===== src/hw/rtl/ieee802154_rx_frame_filter_assert.svh =====
// Assertion macros for the 802.15.4 receive frame filter.
// Used by the top level only; needs clk_i and rst_ni in scope.
`ifndef IEEE802154_RX_FRAME_FILTER_ASSERT_SVH
`define IEEE802154_RX_FRAME_FILTER_ASSERT_SVH

// Checked on every rising clock edge while reset is released.
`define RXFF_ASSERT(label, prop, msg) \
  label: assert property (@(posedge clk_i) disable iff (!rst_ni) (prop)) else $error(msg);

// Checked on every rising clock edge, also while reset is applied.
`define RXFF_ASSERT_ALWAYS(label, prop, msg) \
  label: assert property (@(posedge clk_i) (prop)) else $error(msg);

`endif


===== src/hw/rtl/rxff_pkg.sv =====
// Shared types and constants of the 802.15.4 receive frame filter.
// No dependencies; imported by every module of the block.
package rxff_pkg;

  localparam int unsigned CfgIdxW  = 3;
  localparam int unsigned CfgDataW = 64;

  // Configuration register indexes.
  localparam logic [CfgIdxW-1:0] RegShortAddr    = 3'd0;
  localparam logic [CfgIdxW-1:0] RegExtAddr      = 3'd1;
  localparam logic [CfgIdxW-1:0] RegPanId        = 3'd2;
  localparam logic [CfgIdxW-1:0] RegFramePending = 3'd3;
  localparam logic [CfgIdxW-1:0] RegIsCoord      = 3'd4;

  localparam logic [15:0] ShortAddrReset = 16'hFFFE;
  localparam logic [15:0] BroadcastAddr  = 16'hFFFF;

  // Receiver status and length checks.
  localparam logic [7:0] CrcMask     = 8'h51;
  localparam logic [7:0] CrcOkValue  = 8'h10;
  localparam logic [8:0] LenOverhead = 9'd13;
  localparam logic [7:0] AckFrameLen = 8'd5;

  // Frame control fields.
  localparam logic [2:0] FtBeacon   = 3'd0;
  localparam logic [2:0] FtAck      = 3'd2;
  localparam logic [2:0] FtMaxValid = 3'd3;
  localparam int unsigned PendBit   = 4;
  localparam int unsigned AckReqBit = 5;
  localparam logic [7:0] DstModeMask  = 8'h0C;
  localparam logic [7:0] DstModeNone  = 8'h00;
  localparam logic [7:0] DstModeShort = 8'h08;
  localparam logic [7:0] DstModeExt   = 8'h0C;
  localparam logic [7:0] BeaconFcfHiA = 8'h80;
  localparam logic [7:0] BeaconFcfHiB = 8'hC0;
  localparam logic [7:0] AckCtrlBase  = 8'h02;

  typedef enum logic [3:0] {
    OUT_ACCEPTED   = 4'd0,
    OUT_ACK_DONE   = 4'd1,
    OUT_CRC_LEN    = 4'd2,
    OUT_BUSY       = 4'd3,
    OUT_EXPECT_ACK = 4'd4,
    OUT_BEACON     = 4'd5,
    OUT_PAN        = 4'd6,
    OUT_DST        = 4'd7,
    OUT_LEN        = 4'd8,
    OUT_TYPE       = 4'd9
  } outcome_e;

  typedef struct packed {
    logic        is_coordinator;
    logic        frame_pending;
    logic [15:0] pan_id;
    logic [63:0] ext_addr;
    logic [15:0] short_addr;
  } cfg_t;

  // Packed, so the first field sits in the highest bits and the last in the lowest.
  typedef struct packed {
    logic        busy_release;
    logic        waiting_ack;
    logic [63:0] dst_addr;
    logic [15:0] dst_pan;
    logic [7:0]  seq_num;
    logic [7:0]  fcf_high;
    logic [7:0]  fcf_low;
    logic [7:0]  crc_status;
    logic [7:0]  payload_len;
    logic [7:0]  dma_len;
  } item_t;

  typedef struct packed {
    logic [7:0] accepted_len;
    logic       peer_pending;
    logic [7:0] seq_out;
    logic [7:0] ack_frame_ctrl;
    logic       send_ack;
    outcome_e   outcome;
  } result_t;

  localparam int unsigned ItemW   = $bits(item_t);
  localparam int unsigned ResultW = $bits(result_t);
  localparam int unsigned InDataW  = ((ItemW + 7) / 8) * 8;
  localparam int unsigned OutDataW = ((ResultW + 7) / 8) * 8;

endpackage


===== src/hw/rtl/ieee802154_rx_frame_filter.sv =====
// A header accepted on s_axis waits in the item register; the verdict logic judges it into
// the result register that drives m_axis. Throughput: one header per cycle while m_axis is
// ready; each register is one stage, and the busy flag updates with the result register.
// Reset: clears both valid flags and the busy flag, and loads the configuration reset values
// (short address 0xFFFE, all other registers zero). No clearing pass is needed.
`include "ieee802154_rx_frame_filter_assert.svh"

module ieee802154_rx_frame_filter
  import rxff_pkg::*;
(
  input  logic                clk_i,
  input  logic                rst_ni,
  // Configuration write port.
  input  logic                cfg_we_i,
  input  logic [CfgIdxW-1:0]  cfg_idx_i,
  input  logic [CfgDataW-1:0] cfg_wdata_i,
  // Frame headers in.
  input  logic                s_axis_tvalid_i,
  output logic                s_axis_tready_o,
  // Low bit up: dma_len, payload_len, crc_status, fcf_low, fcf_high, seq_num,
  // dst_pan, dst_addr, waiting_ack, busy_release, zero fill.
  input  logic [InDataW-1:0]  s_axis_tdata_i,
  // Verdicts out.
  output logic                m_axis_tvalid_o,
  input  logic                m_axis_tready_i,
  // Low bit up: outcome, send_ack, ack_frame_ctrl, seq_out, peer_pending,
  // accepted_len, zero fill.
  output logic [OutDataW-1:0] m_axis_tdata_o
);

  cfg_t    cfg;
  item_t   item_q;
  logic    item_vld_q;
  result_t res_d, res_q;
  logic    res_vld_q;
  logic    busy_q, busy_d, busy_now;
  logic    accept;
  logic    advance;
  logic    in_xact;

  rxff_cfg_regs u_cfg_regs (
    .clk_i       (clk_i),
    .rst_ni      (rst_ni),
    .cfg_we_i    (cfg_we_i),
    .cfg_idx_i   (cfg_idx_i),
    .cfg_wdata_i (cfg_wdata_i),
    .cfg_o       (cfg)
  );

  // The held item moves to the result register when that register is free or drains.
  assign advance         = item_vld_q && (!res_vld_q || m_axis_tready_i);
  assign s_axis_tready_o = !item_vld_q || advance;
  assign in_xact         = s_axis_tvalid_i && s_axis_tready_o;

  // A release from the upper layer frees the receive path before this frame is judged.
  assign busy_now = item_q.busy_release ? 1'b0 : busy_q;

  rxff_decide u_decide (
    .item_i   (item_q),
    .cfg_i    (cfg),
    .busy_i   (busy_now),
    .result_o (res_d),
    .accept_o (accept)
  );

  always_comb begin
    busy_d = busy_q;
    if (advance) begin
      busy_d = accept | busy_now;
    end
  end

  always_ff @(posedge clk_i or negedge rst_ni) begin
    if (!rst_ni) begin
      item_vld_q <= 1'b0;
      res_vld_q  <= 1'b0;
      busy_q     <= 1'b0;
    end else begin
      busy_q <= busy_d;
      if (s_axis_tready_o) begin
        item_vld_q <= s_axis_tvalid_i;
      end
      if (advance) begin
        res_vld_q <= 1'b1;
      end else if (m_axis_tready_i) begin
        res_vld_q <= 1'b0;
      end
    end
  end

  always_ff @(posedge clk_i) begin
    if (in_xact) begin
      item_q <= item_t'(s_axis_tdata_i[ItemW-1:0]);
    end
    if (advance) begin
      res_q <= res_d;
    end
  end

  assign m_axis_tvalid_o = res_vld_q;
  assign m_axis_tdata_o  = {{(OutDataW - ResultW){1'b0}}, res_q};

  `RXFF_ASSERT(a_accept_sets_busy, advance && accept |=> busy_q,
               "accepted frame did not set the busy flag")
  `RXFF_ASSERT(a_release_clears_busy, advance && !accept && item_q.busy_release |=> !busy_q,
               "busy release followed by a drop left the busy flag set")
  `RXFF_ASSERT(a_ack_only_on_accept,
               res_vld_q && res_q.send_ack |-> res_q.outcome == OUT_ACCEPTED,
               "ACK requested for a frame that was not accepted")
  `RXFF_ASSERT_ALWAYS(a_stall_only_when_full,
                      !s_axis_tready_o |-> item_vld_q && res_vld_q && !m_axis_tready_i,
                      "input stalled while a register was free")

endmodule


===== src/hw/rtl/rxff_cfg_regs.sv =====
// Configuration registers of the receive frame filter.
// Depends on rxff_pkg for the register indexes and the cfg_t layout.
module rxff_cfg_regs
  import rxff_pkg::*;
(
  input  logic                clk_i,
  input  logic                rst_ni,
  input  logic                cfg_we_i,
  input  logic [CfgIdxW-1:0]  cfg_idx_i,
  input  logic [CfgDataW-1:0] cfg_wdata_i,
  output cfg_t                cfg_o
);

  cfg_t cfg_q, cfg_d;

  always_comb begin
    cfg_d = cfg_q;
    if (cfg_we_i) begin
      case (cfg_idx_i)
        RegShortAddr:    cfg_d.short_addr     = cfg_wdata_i[15:0];
        RegExtAddr:      cfg_d.ext_addr       = cfg_wdata_i;
        RegPanId:        cfg_d.pan_id         = cfg_wdata_i[15:0];
        RegFramePending: cfg_d.frame_pending  = cfg_wdata_i[0];
        RegIsCoord:      cfg_d.is_coordinator = cfg_wdata_i[0];
        default:         cfg_d = cfg_q;
      endcase
    end
  end

  always_ff @(posedge clk_i or negedge rst_ni) begin
    if (!rst_ni) begin
      cfg_q.short_addr     <= ShortAddrReset;
      cfg_q.ext_addr       <= '0;
      cfg_q.pan_id         <= '0;
      cfg_q.frame_pending  <= 1'b0;
      cfg_q.is_coordinator <= 1'b0;
    end else begin
      cfg_q <= cfg_d;
    end
  end

  assign cfg_o = cfg_q;

endmodule


===== src/hw/rtl/rxff_decide.sv =====
// Verdict logic of the receive frame filter: one frame header in, one result out.
// Depends on rxff_pkg; purely combinational, sits between the item and result registers.
module rxff_decide
  import rxff_pkg::*;
(
  input  item_t   item_i,
  input  cfg_t    cfg_i,
  input  logic    busy_i,
  output result_t result_o,
  output logic    accept_o
);

  logic       crc_ok, len_ok, pan_ok, dst_ok, beacon_ok;
  logic [2:0] ftype;
  logic [7:0] dst_mode;

  assign ftype    = item_i.fcf_low[2:0];
  assign dst_mode = item_i.fcf_high & DstModeMask;
  assign crc_ok   = (item_i.crc_status & CrcMask) == CrcOkValue;
  // The sum is one bit wider so that a large payload length cannot wrap.
  assign len_ok   = {1'b0, item_i.dma_len} == ({1'b0, item_i.payload_len} + LenOverhead);
  assign pan_ok   = (item_i.dst_pan == cfg_i.pan_id) || (item_i.dst_pan == BroadcastAddr);
  assign beacon_ok = (item_i.fcf_low == 8'h00) &&
                     (item_i.fcf_high inside {BeaconFcfHiA, BeaconFcfHiB});

  always_comb begin
    case (dst_mode)
      DstModeShort: dst_ok = (item_i.dst_addr[15:0] == BroadcastAddr) ||
                             (item_i.dst_addr[15:0] == cfg_i.short_addr);
      DstModeExt:   dst_ok = item_i.dst_addr == cfg_i.ext_addr;
      DstModeNone:  dst_ok = cfg_i.is_coordinator;
      default:      dst_ok = 1'b1;
    endcase
  end

  always_comb begin
    result_o = '0;
    accept_o = 1'b0;
    if (!crc_ok || !len_ok) begin
      result_o.outcome = OUT_CRC_LEN;
    end else if (item_i.waiting_ack) begin
      if (ftype != FtAck) begin
        result_o.outcome = OUT_EXPECT_ACK;
      end else if (item_i.payload_len != AckFrameLen) begin
        result_o.outcome = OUT_LEN;
      end else begin
        result_o.outcome      = OUT_ACK_DONE;
        result_o.seq_out      = item_i.seq_num;
        result_o.peer_pending = item_i.fcf_low[PendBit];
      end
    end else if (busy_i) begin
      result_o.outcome = OUT_BUSY;
    end else if (ftype > FtMaxValid) begin
      result_o.outcome = OUT_TYPE;
    end else if (ftype == FtBeacon && !beacon_ok) begin
      result_o.outcome = OUT_BEACON;
    end else if (ftype != FtBeacon && !pan_ok) begin
      result_o.outcome = OUT_PAN;
    end else if (ftype != FtBeacon && !dst_ok) begin
      result_o.outcome = OUT_DST;
    end else begin
      accept_o              = 1'b1;
      result_o.outcome      = OUT_ACCEPTED;
      result_o.accepted_len = item_i.payload_len;
      if (item_i.fcf_low[AckReqBit]) begin
        result_o.send_ack       = 1'b1;
        result_o.ack_frame_ctrl = AckCtrlBase | {3'b000, cfg_i.frame_pending, 4'b0000};
        result_o.seq_out        = item_i.seq_num;
      end
    end
  end

endmodule


===== config.mk =====
export PLATFORM = sky130hd
export DESIGN_NAME = ieee802154_rx_frame_filter
export DESIGN_NICKNAME = d
export VERILOG_FILES = /design/src/hw/rtl/rxff_pkg.sv /design/src/hw/rtl/ieee802154_rx_frame_filter.sv /design/src/hw/rtl/rxff_cfg_regs.sv /design/src/hw/rtl/rxff_decide.sv
export VERILOG_INCLUDE_DIRS = /design/src /design/src/hw/rtl
export SDC_FILE = /design/constraint.sdc
export NUM_CORES = 1
export LEC_CHECK = 0
export BUFFER_PORTS_ARGS = -buffer_cell sky130_fd_sc_hd__buf_2
export CAP_MARGIN = 25
export CORE_MARGIN = 2
export CORE_UTILIZATION = 58
export CTS_CLUSTER_SIZE = 40
export DETAILED_ROUTE_END_ITERATION = 6
export MAX_ROUTING_LAYER = met4
export PLACE_DENSITY = 0.9
export SLEW_MARGIN = 10
export SYNTH_ARGS = -nofsm -noshare
export SYNTH_HDL_FRONTEND = slang
export SYNTH_SLANG_ARGS = --single-unit

===== constraint.sdc =====
create_clock -name clk_i -period 11.9 [get_ports clk_i]
set_input_delay 1.19 -clock clk_i [delete_from_list [all_inputs] [get_ports clk_i]]
set_output_delay 1.19 -clock clk_i [all_outputs]
set_load 0.02 [all_outputs]

==> results of run 1 <==
-- cell usage in the layout (no fill, tap or decap), drive strengths merged, types with 2 or more instances in the layout --
cell type,instances
xor2,83
o21ai,4
o41ai,2
mux2,98
a31oi,2
and2,20
buf,226
clkbuf,31
clkinv,12
nor3,9
xnor2,20
nor2,14
a21oi,10
nand2b,5
nor2b,2
inv,6
conb,8
a211oi,5
dfrtp,86
nand4,18
or4,3
edfxtp,147
nor4,24
dfstp,15
nand2,11
or3,2
nand3,5
diode,2
nor3b,2
nor4b,2
ha,2
-- final cells by class --
cell class	count	area [um2]	area share
antenna	2	5.005	0.0004087
clock buffer	31	678.2	0.05537
clock inverter	15	102.6	0.008378
inverter	5	18.77	0.001532
multi-input combinational	360	3047	0.2488
sequential	248	6960	0.5684
tap	225	281.5	0.02299
timing repair buffer	226	1154	0.09420
-- power by group through the flow --
stage / Clock, mW / Sequential [mW] / Combinational, mW
6_report: 0.742 / 1.11 / 0.245
3_5_place_dp: 0 / 1.13 / 0.245
2_1_floorplan: 0 / 1.11 / 0.161
4_1_cts: 0.754 / 1.11 / 0.248
5_1_grt: 0.785 / 1.12 / 0.272
3_3_place_gp: 0 / 1.12 / 0.234
-- through the flow --
step | power [mW] | hold WS (ps) | util | setup slack, ps | area [um2]
2_1_floorplan | 1.274 | 449.0 | - | 7060 | 10120
3_3_place_gp | 1.351 | 464.3 | 0.6664 | 8571 | 11450
3_5_place_dp | 1.371 | 487.1 | 0.6664 | 8513 | 11450
4_1_cts | 2.112 | 501.4 | 0.7118 | 9035 | 12230
5_1_grt | 2.177 | 507.3 | 0.7130 | 8897 | 12250
6_report | 2.096 | 496.3 | 0.7130 | 9030 | 12250
-- metal layers --
layer / vias to the layer above / wire length [um]
met1: 2935 / 8584
met5: - / 0
met3: 38 / 1664
li1: 2772 / -
met2: 236 / 10760
met4: 0 / 436
-- sequential cells by signal, indices dropped and copies added, names as in the netlist --
| register | cells |
|---|---|
| busy_q | 1 |
| m_axis_tdata_o | 23 |
| item_vld_q | 1 |
| m_axis_tvalid_o | 1 |
| u_cfg_regs.cfg_o | 98 |
| item_q | 124 |
-- cells by family after synthesis --
| group | synth area share |
|---|---|
| flip-flops | 0.6898 |
| AND/OR/NAND/NOR | 0.07588 |
| XOR/XNOR | 0.08940 |
| multiplexers | 0.1094 |
| AO/OA/AOI/OAI | 0.02083 |
| buffers and inverters | 0.01190 |
| adder cells (fa/ha/maj) | 0.002479 |
| other | 0.0003716 |
-- final timing paths --
path | cells after the start | endpoint | slack [ps] | from
max in group asynchronous | 2 | item_vld_q | 9980 | rst_ni
max reg2reg | 7 | m_axis_tdata_o[22] | 9170 | item_q[66]
max | 4 | item_q[107] | 9030 | m_axis_tready_i
min reg2reg | 1 | m_axis_tvalid_o | 500 | item_vld_q
min in group asynchronous | 1 | u_cfg_regs.cfg_o[71] | 650 | rst_ni
min | 1 | m_axis_tvalid_o | 500 | item_vld_q
-- critical path: stages --
cell and delay, ps:
buf_2 80, nand3b_1 140, and2_4 610, buf_4 860
==> flow_summary.html, run 1 <==
<table>
<tr><th>Metric</th><th>Value</th></tr>
<tr><th colspan="2">Outcome</th></tr>
<tr><td>Status</td><td>completed</td></tr>
<tr><th colspan="2">Clock network</th></tr>
<tr><td>Buffer cell driving the clock tree root</td><td>clkbuf_16</td></tr>
<tr><td>Buffers inserted by post-CTS timing repair</td><td>0</td></tr>
<tr><td>Deepest clock path buffer count</td><td>3</td></tr>
<tr><td># hold bufs at CTS</td><td>0</td></tr>
<tr><td>CTS H-tree depth</td><td>1</td></tr>
<tr><td>Clk slew on worst S/H paths</td><td>~60 ps</td></tr>
<tr><td>Total clock buffers created by CTS</td><td>25</td></tr>
<tr><td>Sinks on the clock net</td><td>~250</td></tr>
<tr><td>CTS tree</td><td>built</td></tr>
<tr><td>Later-pin clock latency in the skew report</td><td>approximately 520 ps</td></tr>
<tr><td>Count of cells resized by post-cts repair</td><td>0</td></tr>
<tr><th colspan="2">Global routing</th></tr>
<tr><td>Global routing met2 resource utilization</td><td>0.4113</td></tr>
<tr><td>Maximum number of pins on one net before global-route repair</td><td>76</td></tr>
<tr><td>GR met3 Demand/Resource</td><td>0.05183</td></tr>
<tr><td>Layer with the highest usage after global routing</td><td>met2</td></tr>
<tr><td>Met1 Track Usage GR</td><td>0.3027</td></tr>
<tr><td>Global-route total usage across every layer</td><td>0.2419</td></tr>
<tr><td>Number of antenna violations at the first check in global routing</td><td>2</td></tr>
<tr><td>First-pass GRT wire length</td><td>between 30 and 40 mm</td></tr>
<tr><td>Aggregate global routing overflow</td><td>0</td></tr>
<tr><td>Via count of the first global-routing pass</td><td>about 6.2k</td></tr>
<tr><th colspan="2">Power and ir drop</th></tr>
<tr><td>Clock group share of total power</td><td>0.354</td></tr>
<tr><td>Combinational Power Share</td><td>0.117</td></tr>
<tr><td>Total power divided by cell area</td><td>approximately 170 nW/um2</td></tr>
<tr><td>Static power due to leakage</td><td>between 5 and 6 nW</td></tr>
<tr><td>Switching power share of the total</td><td>0.2400</td></tr>
<tr><td>Net switching component of the power</td><td>~500 uW</td></tr>
<tr><td>Int Pwr</td><td>between 1.5 and 2 mW</td></tr>
<tr><td>Share of power burned in registers</td><td>0.529</td></tr>
<tr><td>Worst-case vdd ir drop</td><td>between 0.1 and 0.15 mV</td></tr>
<tr><th colspan="2">Die</th></tr>
<tr><td>Total core area</td><td>~17000 um2</td></tr>
<tr><td>Die outline area</td><td>18470 um2</td></tr>
<tr><td>Number of primary I/O pins</td><td>242</td></tr>
<tr><td>Die X-Extent</td><td>135.9 um</td></tr>
<tr><td>Std cell rows</td><td>between 40 and 50</td></tr>
<tr><td>Initial core utilization</td><td>0.5875</td></tr>
<tr><td>Die extent in y</td><td>about 140 um</td></tr>
<tr><th colspan="2">Timing</th></tr>
<tr><td>Total count of hold-check failures in the final report</td><td>0</td></tr>
<tr><td>Final cycle utilization of the critical path</td><td>0.2412</td></tr>
<tr><td>Max-slew violation count</td><td>0</td></tr>
<tr><td>Worst-case headroom to the max-slew limit</td><td>0.3514</td></tr>
<tr><td>Final worst path period need</td><td>around 2900 ps</td></tr>
<tr><td>Total of endpoints with negative setup slack in the final report</td><td>0</td></tr>
<tr><td>Layout Skew</td><td>around 20 ps</td></tr>
<tr><td>Total negative setup slack</td><td>0 ps</td></tr>
<tr><td>Setup repair after global routing missed its margin</td><td>no</td></tr>
<tr><td>Upper clock frequency limit</td><td>between 300 and 400 MHz</td></tr>
<tr><td>Measured slew at the worst slew-check pin</td><td>a little under 1000 ps</td></tr>
<tr><th colspan="2">Drt</th></tr>
<tr><td>DRC</td><td>0</td></tr>
<tr><td>Via count</td><td>roughly 6k</td></tr>
<tr><td>Number of nets still failing antenna checks after routing</td><td>0</td></tr>
<tr><td>DR WL/cell</td><td>approximately 19 um</td></tr>
<tr><td>Detailed-routing iteration count for the pre-antenna-repair pass</td><td>4</td></tr>
<tr><td>1st-iter DRT viols</td><td>roughly 250</td></tr>
<tr><td>Total Wirelength</td><td>approximately 21 mm</td></tr>
<tr><td>Vias per std cell</td><td>5.379</td></tr>
<tr><th colspan="2">Yosys</th></tr>
<tr><td>Proportion of register bits with asynchronous set or reset after synthesis</td><td>0.4073</td></tr>
<tr><td>Area share of the largest cell type after synthesis</td><td>0.4374</td></tr>
<tr><td>Cell taking the most area after synthesis</td><td>edfxtp_1</td></tr>
<tr><td>Post-synth EDFFs</td><td>about 150</td></tr>
<tr><td>Synthesis-stage register bit count</td><td>between 200 and 250</td></tr>
<tr><td>Part of the Yosys area used for sequential elements</td><td>0.6898</td></tr>
<tr><td>Post-synthesis instance area</td><td>approximately 10000 um2</td></tr>
<tr><td>Yosys cell types</td><td>53</td></tr>
<tr><td>Yosys Warn Count</td><td>0</td></tr>
<tr><td>Syn avg cell area</td><td>approximately 16 um2</td></tr>
<tr><td>Count leader, synth</td><td>edfxtp_1</td></tr>
<tr><td>Prevailing post-synth register cell</td><td>edfxtp_1</td></tr>
<tr><td>Synth cell count leaders</td><td>edfxtp_1 (147), dfrtp_1 (86), xor2_1 (83), mux2_2 (72), mux2_1 (26)</td></tr>
<tr><td>Leading post-synthesis cells by cell area</td><td>edfxtp_1 (44%), dfrtp_1 (21%), mux2_2 (8.0%)</td></tr>
<tr><td>Post-Synthesis Cells</td><td>approximately 620</td></tr>
<tr><th colspan="2">Final layout</th></tr>
<tr><td>Number of nets in the layout</td><td>between 1k and 1.5k</td></tr>
<tr><td>Number of cells in the finished layout apart from fillers</td><td>1112</td></tr>
<tr><td>Layout cells sized above 1</td><td>0.4181</td></tr>
<tr><td>Layout-stage area growth over the synthesis result</td><td>21.36%</td></tr>
<tr><td>Fillcell total</td><td>between 1k and 1.5k</td></tr>
<tr><th colspan="2">Run</th></tr>
<tr><td>Count of maximum capacitance violations</td><td>0</td></tr>
<tr><th colspan="2">Placement</th></tr>
<tr><td>Count of input and output buffers</td><td>roughly 220</td></tr>
<tr><td>HPWL Detailed</td><td>15.45 mm</td></tr>
<tr><td>DP Cell Count</td><td>1063</td></tr>
<tr><td>GP Congestion</td><td>approximately 0.86</td></tr>
<tr><th colspan="2">Setup path</th></tr>
<tr><td>Max Fanout on Critical Path</td><td>between 70 and 80</td></tr>
<tr><td>Required time at the endpoint of the critical path</td><td>about 12000 ps</td></tr>
<tr><td>Launching element type of the critical path</td><td>input pin</td></tr>
<tr><td>Critical path data arrival time</td><td>3000 ps</td></tr>
<tr><td>CP Capture Type</td><td>register</td></tr>
<tr><td>Kind of critical path</td><td>input pin to register</td></tr>
<tr><th colspan="2">Worst hold path</th></tr>
<tr><td>Path class of the lowest-slack min-delay path</td><td>register to register</td></tr>
</table>
Power figures use the tool's default switching activity.
==> run 2, diff against run 1 <==
- CORE_UTILIZATION: 58 -> 53
- PLACE_DENSITY: 0.9 -> 0.84
- clock period: 11.9 -> 2.9 ns (I/O delays scaled with it)
==> run 2 against run 1 <==
Against the previous run: cell area grew 15%; largest cell class unchanged; worst setup slack lost 8700 ps; critical path depth grew 3; via count grew 15%; critical endpoint is now m_axis_tdata_o[25]; clock-buffer cell count grew 5; clock skew shrank 1.7 ps; final cell count grew 17%; worst hold slack lost 480 ps; non-clock buffer count grew 177; highest routed layer unchanged.
==> flow_summary.html, run 2 (same netlist as run 1, synthesis figures left out) <==
<table>
<tr><th>Metric</th><th>Value</th></tr>
<tr><th colspan="2">Drt</th></tr>
<tr><td>Via count</td><td>approximately 6.9k</td></tr>
<tr><td>DR WL/cell</td><td>about 20 um</td></tr>
<tr><td>Total Wirelength</td><td>between 20 and 30 mm</td></tr>
<tr><td>DRC</td><td>0</td></tr>
<tr><td>Vias per std cell</td><td>roughly 5.3</td></tr>
<tr><td>Number of nets still failing antenna checks after routing</td><td>0</td></tr>
<tr><td>1st-iter DRT viols</td><td>between 200 and 300</td></tr>
<tr><td>Detailed-routing iteration count for the pre-antenna-repair pass</td><td>5</td></tr>
<tr><th colspan="2">Timing</th></tr>
<tr><td>Layout Skew</td><td>roughly 18 ps</td></tr>
<tr><td>Final worst path period need</td><td>2591 ps</td></tr>
<tr><td>Total negative setup slack</td><td>0 ps</td></tr>
<tr><td>Max-slew violation count</td><td>0</td></tr>
<tr><td>Setup repair after global routing missed its margin</td><td>no</td></tr>
<tr><td>Measured slew at the worst slew-check pin</td><td>slightly below 800 ps</td></tr>
<tr><td>Upper clock frequency limit</td><td>between 300 and 400 MHz</td></tr>
<tr><td>Total count of hold-check failures in the final report</td><td>0</td></tr>
<tr><td>Final cycle utilization of the critical path</td><td>0.8934</td></tr>
<tr><td>Total of endpoints with negative setup slack in the final report</td><td>0</td></tr>
<tr><td>Worst-case headroom to the max-slew limit</td><td>0.4707</td></tr>
<tr><th colspan="2">Clock network</th></tr>
<tr><td>CTS tree</td><td>built</td></tr>
<tr><td>Count of cells resized by post-cts repair</td><td>0</td></tr>
<tr><td>Sinks on the clock net</td><td>between 200 and 250</td></tr>
<tr><td># hold bufs at CTS</td><td>171</td></tr>
<tr><td>CTS H-tree depth</td><td>1</td></tr>
<tr><td>Later-pin clock latency in the skew report</td><td>530 ps</td></tr>
<tr><td>Buffers inserted by post-CTS timing repair</td><td>0</td></tr>
<tr><td>Clk slew on worst S/H paths</td><td>roughly 60 ps</td></tr>
<tr><td>Total clock buffers created by CTS</td><td>25</td></tr>
<tr><td>Deepest clock path buffer count</td><td>3</td></tr>
<tr><td>Buffer cell driving the clock tree root</td><td>clkbuf_16</td></tr>
<tr><th colspan="2">Placement</th></tr>
<tr><td>Placed cell area</td><td>~12000 um2</td></tr>
<tr><td>HPWL Detailed</td><td>14.98 mm</td></tr>
<tr><td>GP Congestion</td><td>around 0.85</td></tr>
<tr><td>Count of input and output buffers</td><td>221</td></tr>
<tr><th colspan="2">Global routing</th></tr>
<tr><td>Via count of the first global-routing pass</td><td>around 7.5k</td></tr>
<tr><td>Layer with the highest usage after global routing</td><td>met2</td></tr>
<tr><td>First-pass GRT wire length</td><td>about 40 mm</td></tr>
<tr><td>Met1 Track Usage GR</td><td>0.2922</td></tr>
<tr><td>Aggregate global routing overflow</td><td>0</td></tr>
<tr><td>Global routing met2 resource utilization</td><td>0.4605</td></tr>
<tr><td>GR met3 Demand/Resource</td><td>0.04879</td></tr>
<tr><td>Maximum number of pins on one net before global-route repair</td><td>slightly above 70</td></tr>
<tr><td>Number of antenna violations at the first check in global routing</td><td>0</td></tr>
<tr><td>Global-route total usage across every layer</td><td>0.2600</td></tr>
<tr><th colspan="2">Final layout</th></tr>
<tr><td>Layout cells sized above 1</td><td>0.3506</td></tr>
<tr><td>Number of flip-flops in the largest register</td><td>124</td></tr>
<tr><td>Fillcell total</td><td>1072</td></tr>
<tr><td>Post-route core utilization</td><td>0.7518</td></tr>
<tr><td>Most frequent standard cell in the layout excluding fill and tap cells</td><td>buf_2</td></tr>
<tr><td>Layout-stage area growth over the synthesis result</td><td>39.35%</td></tr>
<tr><td>Top library cells by usage in the layout, fill and taps aside</td><td>buf_2 (220), dlygate4sd3_1 (171), edfxtp_1 (147)</td></tr>
<tr><td>Final design instance area without fill</td><td>between 10000 and 15000 um2</td></tr>
<tr><td>Number of nets in the layout</td><td>1253</td></tr>
<tr><td>Register with the most flip-flops</td><td>item_q</td></tr>
<tr><th colspan="2">Worst hold path</th></tr>
<tr><td>Path class of the lowest-slack min-delay path</td><td>input pin to register</td></tr>
<tr><th colspan="2">Power and ir drop</th></tr>
<tr><td>Total power divided by cell area</td><td>630.6 nW/um2</td></tr>
<tr><td>Design Power</td><td>between 8 and 9 mW</td></tr>
<tr><td>Static power due to leakage</td><td>5.773 nW</td></tr>
<tr><td>Worst-case vdd ir drop</td><td>around 0.74 mV</td></tr>
<tr><th colspan="2">Die</th></tr>
<tr><td>Die outline area</td><td>about 20000 um2</td></tr>
<tr><td>Die X-Extent</td><td>approximately 140 um</td></tr>
<tr><td>Die extent in y</td><td>142.0 um</td></tr>
<tr><td>Initial core utilization</td><td>0.5395</td></tr>
<tr><td>Total core area</td><td>roughly 19000 um2</td></tr>
<tr><td>Std cell rows</td><td>50</td></tr>
<tr><td>Number of primary I/O pins</td><td>242</td></tr>
<tr><th colspan="2">Setup path</th></tr>
<tr><td>Kind of critical path</td><td>register to register</td></tr>
<tr><td>Required time at the endpoint of the critical path</td><td>between 3000 and 4000 ps</td></tr>
<tr><td>Max Fanout on Critical Path</td><td>7</td></tr>
<tr><td>Critical path data arrival time</td><td>between 2000 and 3000 ps</td></tr>
<tr><td>Launching element type of the critical path</td><td>register</td></tr>
<tr><td>CP Capture Type</td><td>register</td></tr>
<tr><th colspan="2">Run</th></tr>
<tr><td>Count of maximum capacitance violations</td><td>0</td></tr>
<tr><th colspan="2">Outcome</th></tr>
<tr><td>Status</td><td>completed</td></tr>
</table>
[run 2: routing by layer]
metal | part of all wire | vias to the layer above | routed length (um)
met4 | 0.039 | 0 | 1000
met5 | 0 | - | 0
met1 | 0.38 | 3338 | 9641
met2 | 0.52 | 333 | 13190
met3 | 0.062 | 85 | 1582
li1 | - | 3127 | -
[run 2: area by class of cell]
class,count,area (um2),share of cell area
Antenna cell,1,2.502,0.0001780
Clock buffer,36,706.9,0.05027
Clock inverter,9,73.82,0.005250
Inverter,5,18.77,0.001335
Multi-Input combinational cell,360,3047,0.2167
Sequential cell,248,6960,0.4950
Tap cell,234,292.8,0.02082
Timing Repair Buffer,403,2960,0.2105
[run 2: worst max-delay path: stages (launching register included)]
cell and delay, ps:
edfxtp_1 480, xor2_1 200, nor4_1 380, nand4_1 160
nor3_2 440, a22oi_2 260, nor3_4 340, and2_1 180
[run 2: through the flow]
step	worst slack, ps	hold slack (ps)	cells
global route	171.8	0.3569	1295
CTS	329.2	0.9334	1295
floorplan	136.3	-5.591	631
global placement	445.0	463.1	1078
finish	309.0	15.43	1296
detailed placement	388.6	292.3	1079
[run 2: power breakdown]
part	leakage [nW]	internal, mW	switching [mW]	total [mW]
Sequential	2.61	4.25	0.299	4.55
Combinational	2.78	0.699	0.536	1.24
Clock	0.383	1.78	1.30	3.08
Total	5.77	6.73	2.14	8.87
[run 2: path summary, 6_finish.rpt]
path,startpoint,end,slack [ps],cells past startpoint
min in group asynchronous,rst_ni,u_cfg_regs.cfg_o[77],290,2
hold reg to reg,item_vld_q,m_axis_tvalid_o,500,1
max in group asynchronous,rst_ni,u_cfg_regs.cfg_o[90],1710,4
setup reg to reg,item_q[65],m_axis_tdata_o[25],310,7
hold / removal,cfg_wdata_i[52],u_cfg_regs.cfg_o[68],20,2
setup / recovery,item_q[65],m_axis_tdata_o[25],310,7
